[src/rtl/stpr_pkg.sv]
// Package with shared constants and command/status types of the stepper ramp generator.
`default_nettype none

package stpr_pkg;

   localparam int COUNT_BITS     = 16;
   localparam int FRAC_BITS      = 16;
   localparam int SPEED_INT_BITS = 14;
   localparam int ACC_BITS       = 16;
   localparam int WAIT_W         = 13;
   localparam int SPEED_W        = SPEED_INT_BITS + FRAC_BITS;
   localparam int DVD_W          = ACC_BITS + 2 * FRAC_BITS;
   localparam int SUM_W          = DVD_W + 1;
   localparam int DIV_CNT_W      = $clog2(DVD_W + 1);

   localparam logic [DVD_W-1:0]  US_DVD   = DVD_W'(64'(1000000) << FRAC_BITS);
   localparam logic [WAIT_W-1:0] WAIT_MAX = {WAIT_W{1'b1}};

   localparam logic       OP_START   = 1'b0;
   localparam logic       OP_STEP    = 1'b1;
   localparam logic [1:0] AXIS_PULLEY = 2'd0;
   localparam logic [1:0] AXIS_IDLER  = 2'd2;
   localparam logic [1:0] ST_RUN     = 2'd0;
   localparam logic [1:0] ST_DONE    = 2'd1;
   localparam logic [1:0] ST_STALL   = 2'd2;
   localparam logic       CSR_STEALTH   = 1'b0;
   localparam logic       CSR_MIN_SPEED = 1'b1;
   localparam logic       SEL_WAIT  = 1'b0;
   localparam logic       SEL_DELTA = 1'b1;

   typedef struct packed {
      logic capture;
      logic div_start;
      logic div_sel;
      logic latch_w;
      logic commit;
   } stpr_cmd_type;

   typedef struct packed {
      logic need_div;
      logic div_done;
   } stpr_stat_type;

endpackage

`default_nettype wire

[src/rtl/stpr_div.sv]
// Restoring divider that produces one quotient bit per clock cycle.
`default_nettype none

module stpr_div
   import stpr_pkg::*;
(
   input  wire logic               clock,
   input  wire logic               reset,
   input  wire logic               start,
   input  wire logic [DVD_W-1:0]   dividend,
   input  wire logic [SPEED_W-1:0] divisor,
   output logic                    done,
   output logic [DVD_W-1:0]        quotient
);

   logic                 busy_ff, busy_in;
   logic                 done_ff, done_in;
   logic [DIV_CNT_W-1:0] cnt_ff, cnt_in;
   logic [DVD_W-1:0]     dvd_ff, dvd_in;
   logic [SPEED_W-1:0]   rem_ff, rem_in;
   logic [SPEED_W-1:0]   dvs_ff, dvs_in;
   logic [SPEED_W:0]     rem_sh;
   logic [SPEED_W:0]     diff;
   logic                 ge;

   always_comb begin
      rem_sh  = {rem_ff, dvd_ff[DVD_W-1]};
      diff    = rem_sh - {1'b0, dvs_ff};
      ge      = rem_sh >= {1'b0, dvs_ff};
      busy_in = busy_ff;
      done_in = 1'b0;
      cnt_in  = cnt_ff;
      dvd_in  = dvd_ff;
      rem_in  = rem_ff;
      dvs_in  = dvs_ff;
      if (start) begin
         busy_in = 1'b1;
         cnt_in  = '0;
         dvd_in  = dividend;
         rem_in  = '0;
         dvs_in  = divisor;
      end else if (busy_ff) begin
         dvd_in = {dvd_ff[DVD_W-2:0], ge};
         rem_in = ge ? diff[SPEED_W-1:0] : rem_sh[SPEED_W-1:0];
         cnt_in = cnt_ff + 1'b1;
         if (cnt_ff == DIV_CNT_W'(DVD_W - 1)) begin
            busy_in = 1'b0;
            done_in = 1'b1;
         end
      end
   end

   always_ff @(posedge clock) begin
      if (reset) begin
         busy_ff <= 1'b0;
         done_ff <= 1'b0;
      end else begin
         busy_ff <= busy_in;
         done_ff <= done_in;
      end
      cnt_ff <= cnt_in;
      dvd_ff <= dvd_in;
      rem_ff <= rem_in;
      dvs_ff <= dvs_in;
   end

   assign done     = done_ff;
   assign quotient = dvd_ff;

endmodule

`default_nettype wire

[src/rtl/stpr_datapath.sv]
// Datapath holding the move state, speed ramp arithmetic and the result registers.
`default_nettype none

module stpr_datapath
   import stpr_pkg::*;
(
   input  wire logic                      clock,
   input  wire logic                      reset,
   input  wire stpr_cmd_type              cmd,
   output stpr_stat_type                  stat,
   input  wire logic                      csr_wr_en,
   input  wire logic                      csr_index,
   input  wire logic [SPEED_INT_BITS-1:0] csr_wdata,
   input  wire logic                      req_op,
   input  wire logic [1:0]                req_axis,
   input  wire logic signed [15:0]        req_move_steps,
   input  wire logic [SPEED_INT_BITS-1:0] req_top_speed,
   input  wire logic [ACC_BITS-1:0]       req_accel,
   input  wire logic                      req_stall_enable,
   input  wire logic                      req_sensor_stop_enable,
   input  wire logic                      req_stall_seen,
   input  wire logic                      req_filament_seen,
   output logic                           rsp_pulse,
   output logic                           rsp_dir_level,
   output logic [WAIT_W-1:0]              rsp_wait_us,
   output logic [1:0]                     rsp_status
);

   typedef enum logic [1:0] {PH_ACCEL, PH_CRUISE, PH_DECEL} phase_type;

   logic                      stealth_ff;
   logic [SPEED_INT_BITS-1:0] min_ff;

   logic                      op_ff, stall_en_ff, sensor_en_ff, stall_seen_ff, fil_seen_ff;
   logic [1:0]                axis_ff;
   logic [15:0]               steps_ff;
   logic [SPEED_INT_BITS-1:0] top_in_ff;
   logic [ACC_BITS-1:0]       acc_in_ff;

   logic [SPEED_W-1:0]        speed_ff, speed_in;
   logic [COUNT_BITS-1:0]     left_ff, left_in, done_ff, done_in, ramp_ff, ramp_in;
   phase_type                 phase_ff, phase_in;
   logic                      active_ff, active_in, m_pulley_ff, m_pulley_in;
   logic                      fwd_ff, fwd_in, stall_on_ff, stall_on_in;
   logic                      sensor_on_ff, sensor_on_in, dir_ff, dir_in;
   logic [SPEED_INT_BITS-1:0] top_ff, top_in;
   logic [ACC_BITS-1:0]       acc_ff, acc_in;
   logic [WAIT_W-1:0]         w_ff;

   logic                      pulse_ff, pulse_in;
   logic [WAIT_W-1:0]         wait_ff, wait_in;
   logic [1:0]                status_ff, status_in;

   logic [DVD_W-1:0]          quot;
   logic [DVD_W-1:0]          dividend;
   logic                      div_done;
   logic                      stall_end, fil_end;
   logic                      neg;
   logic [16:0]               mag;
   logic [SPEED_INT_BITS-1:0] min_eff;
   logic [SPEED_W-1:0]        lo_q, v_dec;
   logic [SUM_W-1:0]          v_sum, top_q;
   logic [COUNT_BITS-1:0]     sd, sl;

   assign dividend = (cmd.div_sel == SEL_DELTA) ? {acc_ff, {(2*FRAC_BITS){1'b0}}} : US_DVD;

   stpr_div u_div (
      .clock    (clock),
      .reset    (reset),
      .start    (cmd.div_start),
      .dividend (dividend),
      .divisor  (speed_ff),
      .done     (div_done),
      .quotient (quot)
   );

   always_comb begin
      stall_end = stall_on_ff & stall_seen_ff;
      fil_end   = m_pulley_ff & sensor_on_ff & (fwd_ff ? fil_seen_ff : ~fil_seen_ff);
      stat.need_div = (op_ff == OP_STEP) & active_ff & ~stall_end & ~fil_end;
      stat.div_done = div_done;

      neg     = steps_ff[15];
      mag     = neg ? (17'h10000 - {1'b0, steps_ff}) : {1'b0, steps_ff};
      min_eff = (min_ff == '0) ? SPEED_INT_BITS'(1) : min_ff;
      lo_q    = {min_eff, {FRAC_BITS{1'b0}}};
      sd      = done_ff + 1'b1;
      sl      = left_ff - 1'b1;
      v_sum   = SUM_W'(speed_ff) + SUM_W'(quot);
      top_q   = SUM_W'({top_ff, {FRAC_BITS{1'b0}}});
      v_dec   = (quot >= DVD_W'(speed_ff)) ? lo_q : speed_ff - quot[SPEED_W-1:0];
      if (v_dec < lo_q) begin
         v_dec = lo_q;
      end

      speed_in     = speed_ff;
      left_in      = left_ff;
      done_in      = done_ff;
      ramp_in      = ramp_ff;
      phase_in     = phase_ff;
      active_in    = active_ff;
      m_pulley_in  = m_pulley_ff;
      fwd_in       = fwd_ff;
      stall_on_in  = stall_on_ff;
      sensor_on_in = sensor_on_ff;
      dir_in       = dir_ff;
      top_in       = top_ff;
      acc_in       = acc_ff;
      pulse_in     = 1'b0;
      wait_in      = '0;
      status_in    = ST_DONE;

      if (op_ff == OP_START) begin
         speed_in     = lo_q;
         done_in      = '0;
         ramp_in      = '0;
         phase_in     = PH_ACCEL;
         left_in      = '0;
         active_in    = 1'b0;
         m_pulley_in  = 1'b0;
         fwd_in       = 1'b0;
         stall_on_in  = 1'b0;
         sensor_on_in = 1'b0;
         dir_in       = 1'b0;
         top_in       = '0;
         acc_in       = '0;
         if (axis_ff <= AXIS_IDLER) begin
            m_pulley_in  = axis_ff == AXIS_PULLEY;
            fwd_in       = ~neg & (steps_ff != '0);
            dir_in       = (axis_ff == AXIS_PULLEY) ? neg : ~neg;
            stall_on_in  = stall_en_ff & ~stealth_ff;
            sensor_on_in = sensor_en_ff;
            top_in       = (top_in_ff == '0) ? SPEED_INT_BITS'(1) : top_in_ff;
            acc_in       = acc_in_ff;
            left_in      = COUNT_BITS'(mag);
            active_in    = COUNT_BITS'(mag) != '0;
         end
         status_in = active_in ? ST_RUN : ST_DONE;
      end else if (active_ff) begin
         pulse_in = 1'b1;
         if (stall_end) begin
            active_in = 1'b0;
            status_in = ST_STALL;
         end else if (fil_end) begin
            active_in = 1'b0;
            status_in = ST_DONE;
         end else begin
            done_in = sd;
            left_in = sl;
            case (phase_ff)
               PH_ACCEL: begin
                  if (v_sum >= top_q) begin
                     ramp_in  = sd;
                     phase_in = PH_CRUISE;
                     speed_in = top_q[SPEED_W-1:0];
                  end else begin
                     speed_in = v_sum[SPEED_W-1:0];
                     if (sd > sl) begin
                        ramp_in  = sd;
                        phase_in = PH_DECEL;
                     end
                  end
               end
               PH_CRUISE: begin
                  if (sl <= ramp_ff) begin
                     phase_in = PH_DECEL;
                  end
               end
               default: begin
                  speed_in = v_dec;
               end
            endcase
            if (sl == '0) begin
               active_in = 1'b0;
               status_in = ST_DONE;
            end else begin
               status_in = ST_RUN;
               wait_in   = w_ff;
            end
         end
      end
   end

   always_ff @(posedge clock) begin
      if (reset) begin
         stealth_ff   <= 1'b0;
         min_ff       <= SPEED_INT_BITS'(200);
         speed_ff     <= '0;
         left_ff      <= '0;
         done_ff      <= '0;
         ramp_ff      <= '0;
         phase_ff     <= PH_ACCEL;
         active_ff    <= 1'b0;
         m_pulley_ff  <= 1'b0;
         fwd_ff       <= 1'b0;
         stall_on_ff  <= 1'b0;
         sensor_on_ff <= 1'b0;
         dir_ff       <= 1'b0;
         top_ff       <= '0;
         acc_ff       <= '0;
      end else begin
         if (csr_wr_en) begin
            if (csr_index == CSR_STEALTH) begin
               stealth_ff <= csr_wdata[0];
            end else begin
               min_ff <= csr_wdata;
            end
         end
         if (cmd.commit) begin
            speed_ff     <= speed_in;
            left_ff      <= left_in;
            done_ff      <= done_in;
            ramp_ff      <= ramp_in;
            phase_ff     <= phase_in;
            active_ff    <= active_in;
            m_pulley_ff  <= m_pulley_in;
            fwd_ff       <= fwd_in;
            stall_on_ff  <= stall_on_in;
            sensor_on_ff <= sensor_on_in;
            dir_ff       <= dir_in;
            top_ff       <= top_in;
            acc_ff       <= acc_in;
         end
      end
      if (cmd.capture) begin
         op_ff         <= req_op;
         axis_ff       <= req_axis;
         steps_ff      <= req_move_steps;
         top_in_ff     <= req_top_speed;
         acc_in_ff     <= req_accel;
         stall_en_ff   <= req_stall_enable;
         sensor_en_ff  <= req_sensor_stop_enable;
         stall_seen_ff <= req_stall_seen;
         fil_seen_ff   <= req_filament_seen;
      end
      if (cmd.latch_w) begin
         w_ff <= (quot > DVD_W'(WAIT_MAX)) ? WAIT_MAX : quot[WAIT_W-1:0];
      end
      if (cmd.commit) begin
         pulse_ff  <= pulse_in;
         wait_ff   <= wait_in;
         status_ff <= status_in;
      end
   end

   assign rsp_pulse     = pulse_ff;
   assign rsp_dir_level = dir_ff;
   assign rsp_wait_us   = wait_ff;
   assign rsp_status    = status_ff;

endmodule

`default_nettype wire

[src/rtl/stpr_ctrl.sv]
// Controller state machine that sequences capture, the two divisions of a running step and the result transfer.
`default_nettype none

module stpr_ctrl
   import stpr_pkg::*;
(
   input  wire logic          clock,
   input  wire logic          reset,
   input  wire logic          req_valid,
   output logic               req_ready,
   output logic               rsp_valid,
   input  wire logic          rsp_ready,
   input  wire stpr_stat_type stat,
   output stpr_cmd_type       cmd
);

   typedef enum logic [2:0] {S_IDLE, S_CHECK, S_DIV_W, S_DIV_D, S_COMMIT} state_type;

   state_type state_ff, state_in;
   logic      rsp_valid_ff, rsp_valid_in;

   always_comb begin
      state_in      = state_ff;
      rsp_valid_in  = rsp_valid_ff & ~rsp_ready;
      cmd           = '0;
      case (state_ff)
         S_IDLE: begin
            if (req_valid) begin
               cmd.capture = 1'b1;
               state_in    = S_CHECK;
            end
         end
         S_CHECK: begin
            if (stat.need_div) begin
               cmd.div_start = 1'b1;
               cmd.div_sel   = SEL_WAIT;
               state_in      = S_DIV_W;
            end else begin
               state_in = S_COMMIT;
            end
         end
         S_DIV_W: begin
            if (stat.div_done) begin
               cmd.latch_w   = 1'b1;
               cmd.div_start = 1'b1;
               cmd.div_sel   = SEL_DELTA;
               state_in      = S_DIV_D;
            end
         end
         S_DIV_D: begin
            cmd.div_sel = SEL_DELTA;
            if (stat.div_done) begin
               state_in = S_COMMIT;
            end
         end
         S_COMMIT: begin
            cmd.div_sel = SEL_DELTA;
            if (!rsp_valid_ff || rsp_ready) begin
               cmd.commit   = 1'b1;
               rsp_valid_in = 1'b1;
               state_in     = S_IDLE;
            end
         end
         default: begin
            state_in = S_IDLE;
         end
      endcase
   end

   always_ff @(posedge clock) begin
      if (reset) begin
         state_ff     <= S_IDLE;
         rsp_valid_ff <= 1'b0;
      end else begin
         state_ff     <= state_in;
         rsp_valid_ff <= rsp_valid_in;
      end
   end

   assign req_ready = state_ff == S_IDLE;
   assign rsp_valid = rsp_valid_ff;

endmodule

`default_nettype wire

[src/rtl/stepper_trapezoid_ramp.sv]
// Top level of the trapezoidal step-rate generator for one stepper axis.
// A start transfer latches a move; each step of a running move issues one pulse,
// checks the stall and filament sensors and returns the microsecond delay to the
// next step while the speed ramps up to top speed, cruises and ramps down to the
// minimum speed. Start transfers, steps on an idle move and steps stopped by a
// sensor skip the divider; any other step uses the bit-serial divider to compute
// the delay and then the speed change one after the other.
// One item is processed at a time; a finished result waits in the output register.
`default_nettype none

module stepper_trapezoid_ramp
   import stpr_pkg::*;
(
   input  wire logic                      clock,
   input  wire logic                      reset,
   input  wire logic                      csr_wr_en,
   input  wire logic                      csr_index,
   input  wire logic [SPEED_INT_BITS-1:0] csr_wdata,
   input  wire logic                      req_valid,
   output logic                           req_ready,
   input  wire logic                      req_op,
   input  wire logic [1:0]                req_axis,
   input  wire logic signed [15:0]        req_move_steps,
   input  wire logic [SPEED_INT_BITS-1:0] req_top_speed,
   input  wire logic [ACC_BITS-1:0]       req_accel,
   input  wire logic                      req_stall_enable,
   input  wire logic                      req_sensor_stop_enable,
   input  wire logic                      req_stall_seen,
   input  wire logic                      req_filament_seen,
   output logic                           rsp_valid,
   input  wire logic                      rsp_ready,
   output logic                           rsp_pulse,
   output logic                           rsp_dir_level,
   output logic [WAIT_W-1:0]              rsp_wait_us,
   output logic [1:0]                     rsp_status
);

   stpr_cmd_type  cmd;
   stpr_stat_type stat;

   stpr_ctrl u_ctrl (
      .clock     (clock),
      .reset     (reset),
      .req_valid (req_valid),
      .req_ready (req_ready),
      .rsp_valid (rsp_valid),
      .rsp_ready (rsp_ready),
      .stat      (stat),
      .cmd       (cmd)
   );

   stpr_datapath u_dp (
      .clock                  (clock),
      .reset                  (reset),
      .cmd                    (cmd),
      .stat                   (stat),
      .csr_wr_en              (csr_wr_en),
      .csr_index              (csr_index),
      .csr_wdata              (csr_wdata),
      .req_op                 (req_op),
      .req_axis               (req_axis),
      .req_move_steps         (req_move_steps),
      .req_top_speed          (req_top_speed),
      .req_accel              (req_accel),
      .req_stall_enable       (req_stall_enable),
      .req_sensor_stop_enable (req_sensor_stop_enable),
      .req_stall_seen         (req_stall_seen),
      .req_filament_seen      (req_filament_seen),
      .rsp_pulse              (rsp_pulse),
      .rsp_dir_level          (rsp_dir_level),
      .rsp_wait_us            (rsp_wait_us),
      .rsp_status             (rsp_status)
   );

endmodule

`default_nettype wire

[config.mk]
export PLATFORM = sky130hd
export DESIGN_NAME = stepper_trapezoid_ramp
export DESIGN_NICKNAME = d
export VERILOG_FILES = /design/src/rtl/stpr_pkg.sv /design/src/rtl/stpr_div.sv /design/src/rtl/stpr_datapath.sv /design/src/rtl/stpr_ctrl.sv /design/src/rtl/stepper_trapezoid_ramp.sv
export SDC_FILE = /design/constraint.sdc
export NUM_CORES = 1
export LEC_CHECK = 0
export BUFFER_PORTS_ARGS = -buffer_cell sky130_fd_sc_hd__buf_2
export CORE_UTILIZATION = 60
export DETAILED_ROUTE_END_ITERATION = 10
export PLACE_DENSITY = 0.79
export SETUP_SLACK_MARGIN = 0.2
export SLEW_MARGIN = 10
export SYNTH_ARGS = -nofsm -noshare
export SYNTH_HDL_FRONTEND = slang
export SYNTH_SLANG_ARGS = --single-unit
[constraint.sdc]
create_clock -name clock -period 17.89 [get_ports clock]
set_input_delay 3.578 -clock clock [delete_from_list [all_inputs] [get_ports clock]]
set_output_delay 3.578 -clock clock [all_outputs]
set_load 0.005 [all_outputs]
==> results.cfg <==
[critical_path]
slowest_stage = o221ai_1
slowest_delay_ns = 0.77
end_kind = register
required_ns = 18.38
timing.rr.end = u_dp.speed_ff[25]$_SDFFE_PP0P_
crit_family = simple AND/OR/NAND/NOR gates
r2r_cells = 21
worstPathCellList = inv_1 > ha_1 > or4_1 > nor3_1 > nand2_1 > o221ai_1 > or2_2 > inv_1 > o21ai_0 > xnor2_1 > ha_1 > nand4_1 > a21oi_1 > o41ai_1 > o221ai_1 > or4_1 > or4b_1 > or4_1 > or3_1 > a2111o_1 > a311oi_2
path_common_cell = or4_1
crit_arrival_ns = 8.68
worstPathBufferInverterCount = 2
cp-start-kind = register
r2r_start = u_dp.u_div.quotient[16]$_SDFFCE_PP0P_
worstSetupPathType = register to register
rrSetupSlack_ns = 9.70
crit_fanout = 14

[worst_hold_path]
min_path_type = register to register
holdPathStages = 2
holdPathEnd = u_dp.done_ff[15]$_SDFFE_PP0P_
min_from = u_dp.done_ff[15]$_SDFFE_PP0P_

[sta]
worst_pin_slew_ns = 1.23
rsz0062_at_grt = false
fin_worst_skew_ns = 0.0334
finalCritPeriodShare = 0.458
slew_violations = 0
finalCriticalPeriod_ns = 8.19
relSlewSlack = 0.179
max_freq_mhz = 122
fin_setup_tns_ns = 0
hold_viol = 0
finalSetupViolCount = 0

[final_layout]
syn_to_final_growth_pct = 8.66
drive_gt1_frac = 0.0772
final_util = 0.665
finalNetCount = 2939
diodes = 0

[placed_design]
io_buffers = 91
hpwl_um = 51000
place.gp.congestion = 0.978

[pwr]
leakage_nw = 9.68
vdd_ir_drop_max_mv = 0.0880
power_w = 0.00221
p_per_area_nw_per_um2 = 90.6

[die]
num_io_pins = 92
start_util = 0.612
dieArea_sq_um = 38300
die_h_um = 196
fp-row-count = 70
core-area_sq_um = 36800
die_w_um = 196

[clock_network]
ctsResizeCount = 0
cts_buffer_depth = 3
cts_made_buffers = 38
cts-root-buf = clkbuf_16
cts.sinks = 333
ctsHoldBuffers = 0
cts_tree = done
post_cts_buffers = 0
htreeDepth = 2
clk_pin_slew_worst_paths_ns = 0.06
clk_latency_ns = 0.57

[logic_synthesis]
ys_warn_count = 0
synth-simple-area-share = 0.200
async_flop_share = 0
syn_area_per_cell_sq_um = 8.47
ys_types = 87
synthFlopType = dfxtp_1
syn_inst = 2657
synth_top_family_by_area = compound AO/OA/AOI/OAI gates
synth_fa_ha_area_frac = 0.104
synth-compound-area-share = 0.207
ys_seq_area_frac = 0.367
syn-cell-area_sq_um = 22500
synth_mux_area_frac = 0.0162
synth_enable_flop_cells = 160
ys_seq_elements = 333
synth_xor_xnor_area_share = 0.0475
synth_nets = 2916

[drt]
drtIter0Drc = 1997
routedWlPerCell_um = 21.5
first_pass_iters = 6
vias = 20545
drc = 0
drt_wl_total_um = 68300
via_per_inst = 6.47
final_antenna_net_count = 0

[global_routing]
first_global_vias = 19399
overflow = 0
grt_use_total = 0.355
grt_first_pass_wirelength_um = 107000
grt_max_degree = 94
antenna_found_initial = 0

[outcome]
status = finished, final reports clean

[job]
drv_cap = 0
-- how the worst max path moves through the flow --
stage	from	endpoint	cells after the start
5_1_grt	u_dp.u_div.quotient[15]$_SDFFCE_PP0P_	u_dp.speed_ff[25]$_SDFFE_PP0P_	21
3_5_place_dp	u_dp.u_div.quotient[15]$_SDFFCE_PP0P_	u_dp.speed_ff[25]$_SDFFE_PP0P_	21
2_1_floorplan	rsp_ready	u_dp.speed_ff[10]$_SDFFE_PP0P_	11
6_report	u_dp.u_div.quotient[16]$_SDFFCE_PP0P_	u_dp.speed_ff[25]$_SDFFE_PP0P_	21
4_1_cts	u_dp.u_div.quotient[15]$_SDFFCE_PP0P_	u_dp.speed_ff[25]$_SDFFE_PP0P_	21
3_3_place_gp	u_dp.u_div.quotient[15]$_SDFFCE_PP0P_	u_dp.speed_ff[25]$_SDFFE_PP0P_	21
-- final cells by class --
class / count / area (sq um)
Clock buffer: 49 / 1040
Clock inverter: 20 / 211
Fill cell: 3083 / 12300
Inverter: 207 / 777
Multi-Input combinational cell: 1990 / 13000
Sequential cell: 333 / 8270
Tap cell: 468 / 586
Timing Repair Buffer: 110 / 601
-- flip-flops by register name, indices dropped and copies added, names as in the netlist, 3 cells and up --
| register | flops |
|---|---|
| u_dp.u_div.quotient | 48 |
| u_dp.speed_ff | 30 |
| u_dp.u_div.dvs_ff | 30 |
| u_dp.u_div.rem_ff | 30 |
| u_dp.acc_ff | 16 |
| u_dp.acc_in_ff | 16 |
| u_dp.done_ff | 16 |
| u_dp.left_ff | 16 |
| u_dp.ramp_ff | 16 |
| u_dp.steps_ff | 16 |
| u_dp.min_ff | 14 |
| u_dp.top_ff | 14 |
| u_dp.top_in_ff | 14 |
| u_dp.rsp_wait_us | 13 |
| u_dp.w_ff | 13 |
| u_dp.u_div.cnt_ff | 6 |
| u_ctrl.state_ff | 3 |
-- cell usage after synthesis, types with 43 or more instances --
cell / number / area [sq um]
nor2_1: 255 / 957
nand2_1: 229 / 860
inv_1: 206 / 773
a21oi_1: 199 / 996
ha_1: 183 / 2290
dfxtp_1: 173 / 3460
o21ai_0: 169 / 846
edfxtp_1: 160 / 4800
clkbuf_1: 99 / 372
xnor2_1: 79 / 692
nand3_1: 72 / 360
nor3_1: 57 / 285
a22oi_1: 49 / 368
nor4_1: 43 / 269
xor2_1: 43 / 377
-- worst reg2reg max path: cells and delay by family (launching register included) --
kind	cells	cell delay, ns
simple gates	9	3.97
compound gates	7	2.63
fa+ha+maj	2	0.77
flops	1	0.43
xor+xnor	1	0.19
buf+inv	2	0.13
-- per-layer routing --
layer | routed length (um) | track usage | vias up
li1 | - | - | 9651
met1 | 29500 | 0.492 | 9806
met2 | 29900 | 0.553 | 945
met3 | 6140 | 0.0598 | 143
met4 | 2750 | 0.146 | 0
met5 | 0 | 0 | -
-- metrics by stage --
step	hold slack (ns)	instance area [sq um]	instances	setup WS [ns]
6_report	0.467	24500	3177	9.70
5_1_grt	0.495	24500	3177	9.37
4_1_cts	0.466	24500	3177	9.84
3_5_place_dp	0.459	23200	3108	9.87
3_3_place_gp	0.454	23200	3108	10.11
2_1_floorplan	0.444	22500	2657	11.50
-- cell families (layout without fill, tap and decap cells) --
group	Yosys count	count (layout)
compound gates	722	722
xor+xnor	122	122
fa+ha+maj	186	186
buf+inv	334	386
flops	333	333
mux	36	36
simple gates	924	924
-- cells in the final DEF, fill, tap and decap left out, types with 31 or more instances in the layout --
cell type and n:
inv_1 206, nor3_1 57, dfxtp_1 172, nor2b_1 35, nor2_1 254, a21oi_1 199
nand4_1 42, edfxtp_1 160, nand2b_1 39, a31oi_1 31, xor2_1 43, mux2i_1 33
nand2_1 228, nor4_1 42, buf_2 90, a21o_1 38, a22oi_1 49, ha_1 183
clkbuf_16 39, nand3_1 72, xnor2_1 79, o21ai_0 169
-- power breakdown --
part           switching, W  internal [W]
combinational      0.000312      0.000222
clock              0.000329      0.000460
sequential        0.0000454      0.000846
total              0.000687       0.00153
Note: power is estimated with default switching activity, not from simulation.
